## src/rtl/scpa_pkg.sv

```systemverilog
// package with field widths and command and status codes of the allocator
`timescale 1ns / 1ps
package scpa_pkg;
  localparam int unsigned CMD_W    = 2;
  localparam int unsigned ADDR_W   = 30;
  localparam int unsigned WORDS_W  = 20;
  localparam int unsigned STATUS_W = 3;
  localparam int unsigned TOTAL_W  = 9;

  typedef enum logic [CMD_W-1:0] {
    CMD_FORMAT = 2'd0,
    CMD_ALLOC  = 2'd1,
    CMD_FREE   = 2'd2,
    CMD_NOP    = 2'd3
  } cmd_e;

  typedef enum logic [STATUS_W-1:0] {
    ST_OK        = 3'd0,
    ST_ZERO_SIZE = 3'd1,
    ST_TOO_LARGE = 3'd2,
    ST_NO_FREE   = 3'd3,
    ST_NOT_ALLOC = 3'd4
  } status_e;
endpackage

```

## src/rtl/scpa_alu.sv

```systemverilog
// shared subtract and compare unit used by carving and class search
`timescale 1ns / 1ps
module scpa_alu (
  input  logic [scpa_pkg::WORDS_W:0] a_i,
  input  logic [scpa_pkg::WORDS_W:0] b_i,
  output logic [scpa_pkg::WORDS_W:0] diff_o,
  output logic                       lt_o
);
  logic [scpa_pkg::WORDS_W+1:0] full;

  // borrow out of the subtract gives a < b
  assign full   = {1'b0, a_i} - {1'b0, b_i};
  assign diff_o = full[scpa_pkg::WORDS_W:0];
  assign lt_o   = full[scpa_pkg::WORDS_W+1];
endmodule

```

## config.mk

```make
export PLATFORM = sky130hd
export DESIGN_NAME = scpa_alu
export DESIGN_NICKNAME = d
export VERILOG_FILES = /design/src/rtl/scpa_pkg.sv /design/src/rtl/scpa_alu.sv
export SDC_FILE = /design/constraint.sdc
export NUM_CORES = 1
export LEC_CHECK = 0
export BUFFER_PORTS_ARGS = -buffer_cell sky130_fd_sc_hd__buf_2
export CAP_MARGIN = 15
export CORE_MARGIN = 5
export CORE_UTILIZATION = 47
export DETAILED_ROUTE_END_ITERATION = 16
export PLACE_DENSITY = 0.87
export SLEW_MARGIN = 20
export SYNTH_ARGS = -nofsm -noshare
export SYNTH_HDL_FRONTEND = slang
export SYNTH_SLANG_ARGS = --single-unit
```

## constraint.sdc

```tcl
create_clock -name vclk -period 3.8
set_clock_uncertainty 0.15 [all_clocks]
set_input_delay 0.76 -clock vclk [all_inputs]
set_output_delay 0.76 -clock vclk [all_outputs]
set_load 0.05 [all_outputs]
```

==> summary.txt <==
Synth
  – Largest family of logic cells by synthesized area: compound AO/OA/AOI/OAI gates
  – Compound-Gate Fraction of Synth Area: 34.8%
  – Syn avg cell area: 7.17 sq um
  – Yosys warns: 0
  – Gate Count Post-Synth: 151
  – Synthesized net count: 215
  – Synth cell types: 35
  – Mux contribution to synthesized area: 0%
  – Synth Area in Adders: 26.1%
  – Simple-Gate Fraction of Synth Area: 15.5%
  – Seq/Total Area, Yosys: 0%
  – Synthesized area: 0.00108 sq mm
  – Synth Area in XOR/XNOR: 14.6%

Layout
  – Fin area: 0.00158 sq mm
  – FFs & Latches: 0
  – FF/Latch Area: 0 sq um
  – Clkbuf count: 0
  – Fill count: 192
  – Multi-input logic area: 0.00104 sq mm
  – Most frequent cells in the layout: 56 x buf_2, 24 x inv_1, 20 x ha_1
  – Post-layout util: 71.4%
  – Share of cells above drive strength 1: 40.3%
  – Nets: 287
  – Commonest non-fill, non-tap cell in the layout: buf_2
  – Syn-to-layout area delta: 46.0%
  – Diode count: 0

Setup path
  – Critical path required time: 2.89 ns
  – CP Cell Sequence: buf_6 > inv_4 > ha_4 > inv_2 > fa_2 > a21o_1 > nand4_1 > and3_4 > a2bb2oi_4 > o31ai_2 > o41ai_2 > xnor2_2 > buf_6
  – Critical path class: in2out
  – Crit end category: output port
  – Slowest stage delay, CP: 0.37 ns
  – Critical path's slowest cell: fa_2
  – Setup crit start kind: input port
  – Critical Path Fanout Max: 2
  – Most used cell, CP: buf_6
  – CP arrival: 2.83 ns

Route
  – Vias per inst: 5.09
  – Final wirelength: 2890 um
  – Wire per inst: 11.6 um
  – Vias: 1,268
  – Iter 0 DRT Violations: 10
  – DRC Markers: 0
  – Final ANT Viol Nets: 0
  – Detailed Routing Iterations Pass 1: 4

Floorplan
  – Die Ht: 58.0 um
  – Die Wd: 58.0 um
  – Ports: 64
  – FP Rows: 17
  – CORE AREA: 0.00221 sq mm
  – Starting density of the core: 48.9%
  – Full die area: 0.00336 sq mm

Global routing
  – GRT Total Usage: 15.8%
  – Overflow after GRT: 0
  – Initial antenna violation count: 0
  – First-pass GRT wire length: 4500 um
  – Vias in the first global route: 1,136
  – Maximum number of pins on one net before global-route repair: 8

Power
  – Power density cells: 302 mW/mm^2
  – Worst VDD drop: 0.202 mV
  – Leakage: 0.000865 uW

STA
  – Hold Worst Slack: 1.78 ns
  – Final Hold Viols: 0
  – Slew Limit Fails: 0
  – Fmax: 267 MHz
  – Relative slew slack: 74.0%
  – Post-route minimum period: 3.74 ns
  – Setup slack after layout: 0.0555 ns
  – Final setup viols: 0
  – Worst slew pin tran: 0.385 ns
  – Setup repair after global routing missed its margin: true
  – Crit share post-route: 98.5%

Min path
  – Hold Crit Class: in2out

Place
  – Placed cell areas: 0.00149 sq mm
  – Dpl hpwl: 2400 um
  – PortBufs: 64
  – Final Wtd Congestion: 0.813
  – Setup Slack @ Placement: -0.168 ns

Clock tree
  – Hold buffer count at CTS: 0

Run status
  – Outcome: finished, final reports clean

Run
  – Max-cap violations: 0
[critical path: cells and delay by family]
family,cells,cell delay [ns]
adders and majority gates,2,0.49
xor gates and xnor gates,1,0.16
and+or+nand+nor,2,0.31
AOI/OAI and AO/OA,4,0.74
buffers and inverters,4,0.36
[metrics by stage]
stage,power [uW],cells,setup TNS [ns]
after global routing,510,249,-0.0844
after detailed placement,450,247,-0.241
after floorplan,352,151,0
final,478,249,0
after global placement,446,247,-0.119
after CTS,462,249,-0.0599
[where the power goes]
group / switching (uW) / internal [uW]
sequential: 0 / 0
clock: 0 / 0
combinational: 316 / 161
[cell usage after synthesis, drive strengths merged]
master	n	area (sq um)
fa	1	20.0
a41oi	1	27.5
nand2	9	33.8
nand2b	3	18.8
o2111ai	1	8.76
nor2b	2	12.5
a2bb2oi	2	23.8
a221oi	1	15.0
o41ai	1	16.3
o21ai	11	62.6
xnor2	12	105
a21oi	15	78.8
inv	26	97.6
o31ai	3	32.5
ha	21	263
o21a	3	22.5
nand3	3	15.0
nor2	11	41.3
a21boi	1	7.51
a311o	1	10.0
o22ai	1	6.26
or2b	1	7.51
nand4	1	6.26
a31oi	2	12.5
nand3b	2	15.0
a21o	6	45.0
xor2	6	52.6
nor3	2	10.0
and3	1	7.51
o211ai	1	7.51
[worst paths after layout]
kind / depth (start not counted) / start / end
hold / removal: 4 / a_i[20] / lt_o
setup / recovery: 13 / a_i[0] / diff_o[20]
[per-layer routing]
| layer | vias to the layer above | wire length, um | global-route usage, % |
|---|---|---|---|
| li1 | 673 | - | - |
| met1 | 556 | 1240 | 20.4 |
| met4 | 0 | 24 | 1.99 |
| met2 | 37 | 1450 | 29.4 |
| met5 | - | 0 | 0 |
| met3 | 2 | 172 | 0.891 |
[final cells by class]
| type | instances | share of cell area (%) |
|---|---|---|
| Multi-Input combinational cell | 125 | 66.1 |
| Tap cell | 28 | 2.22 |
| Timing Repair Buffer | 70 | 25.3 |
| Inverter | 26 | 6.33 |
[timing repair]
action,in CTS,in global routing
setup endpoints to repair,2,7
resized for setup,10,15
setup buffers,2,0
pin swaps,6,4
[kinds of logic (layout without fill, tap and decap cells)]
group	after synthesis	count (layout)
and+or+nand+nor	35	35
AOI/OAI and AO/OA	50	50
adders and majority gates	22	22
buffers and inverters	26	96
xor gates and xnor gates	18	18
Power figures use the tool's default switching activity.
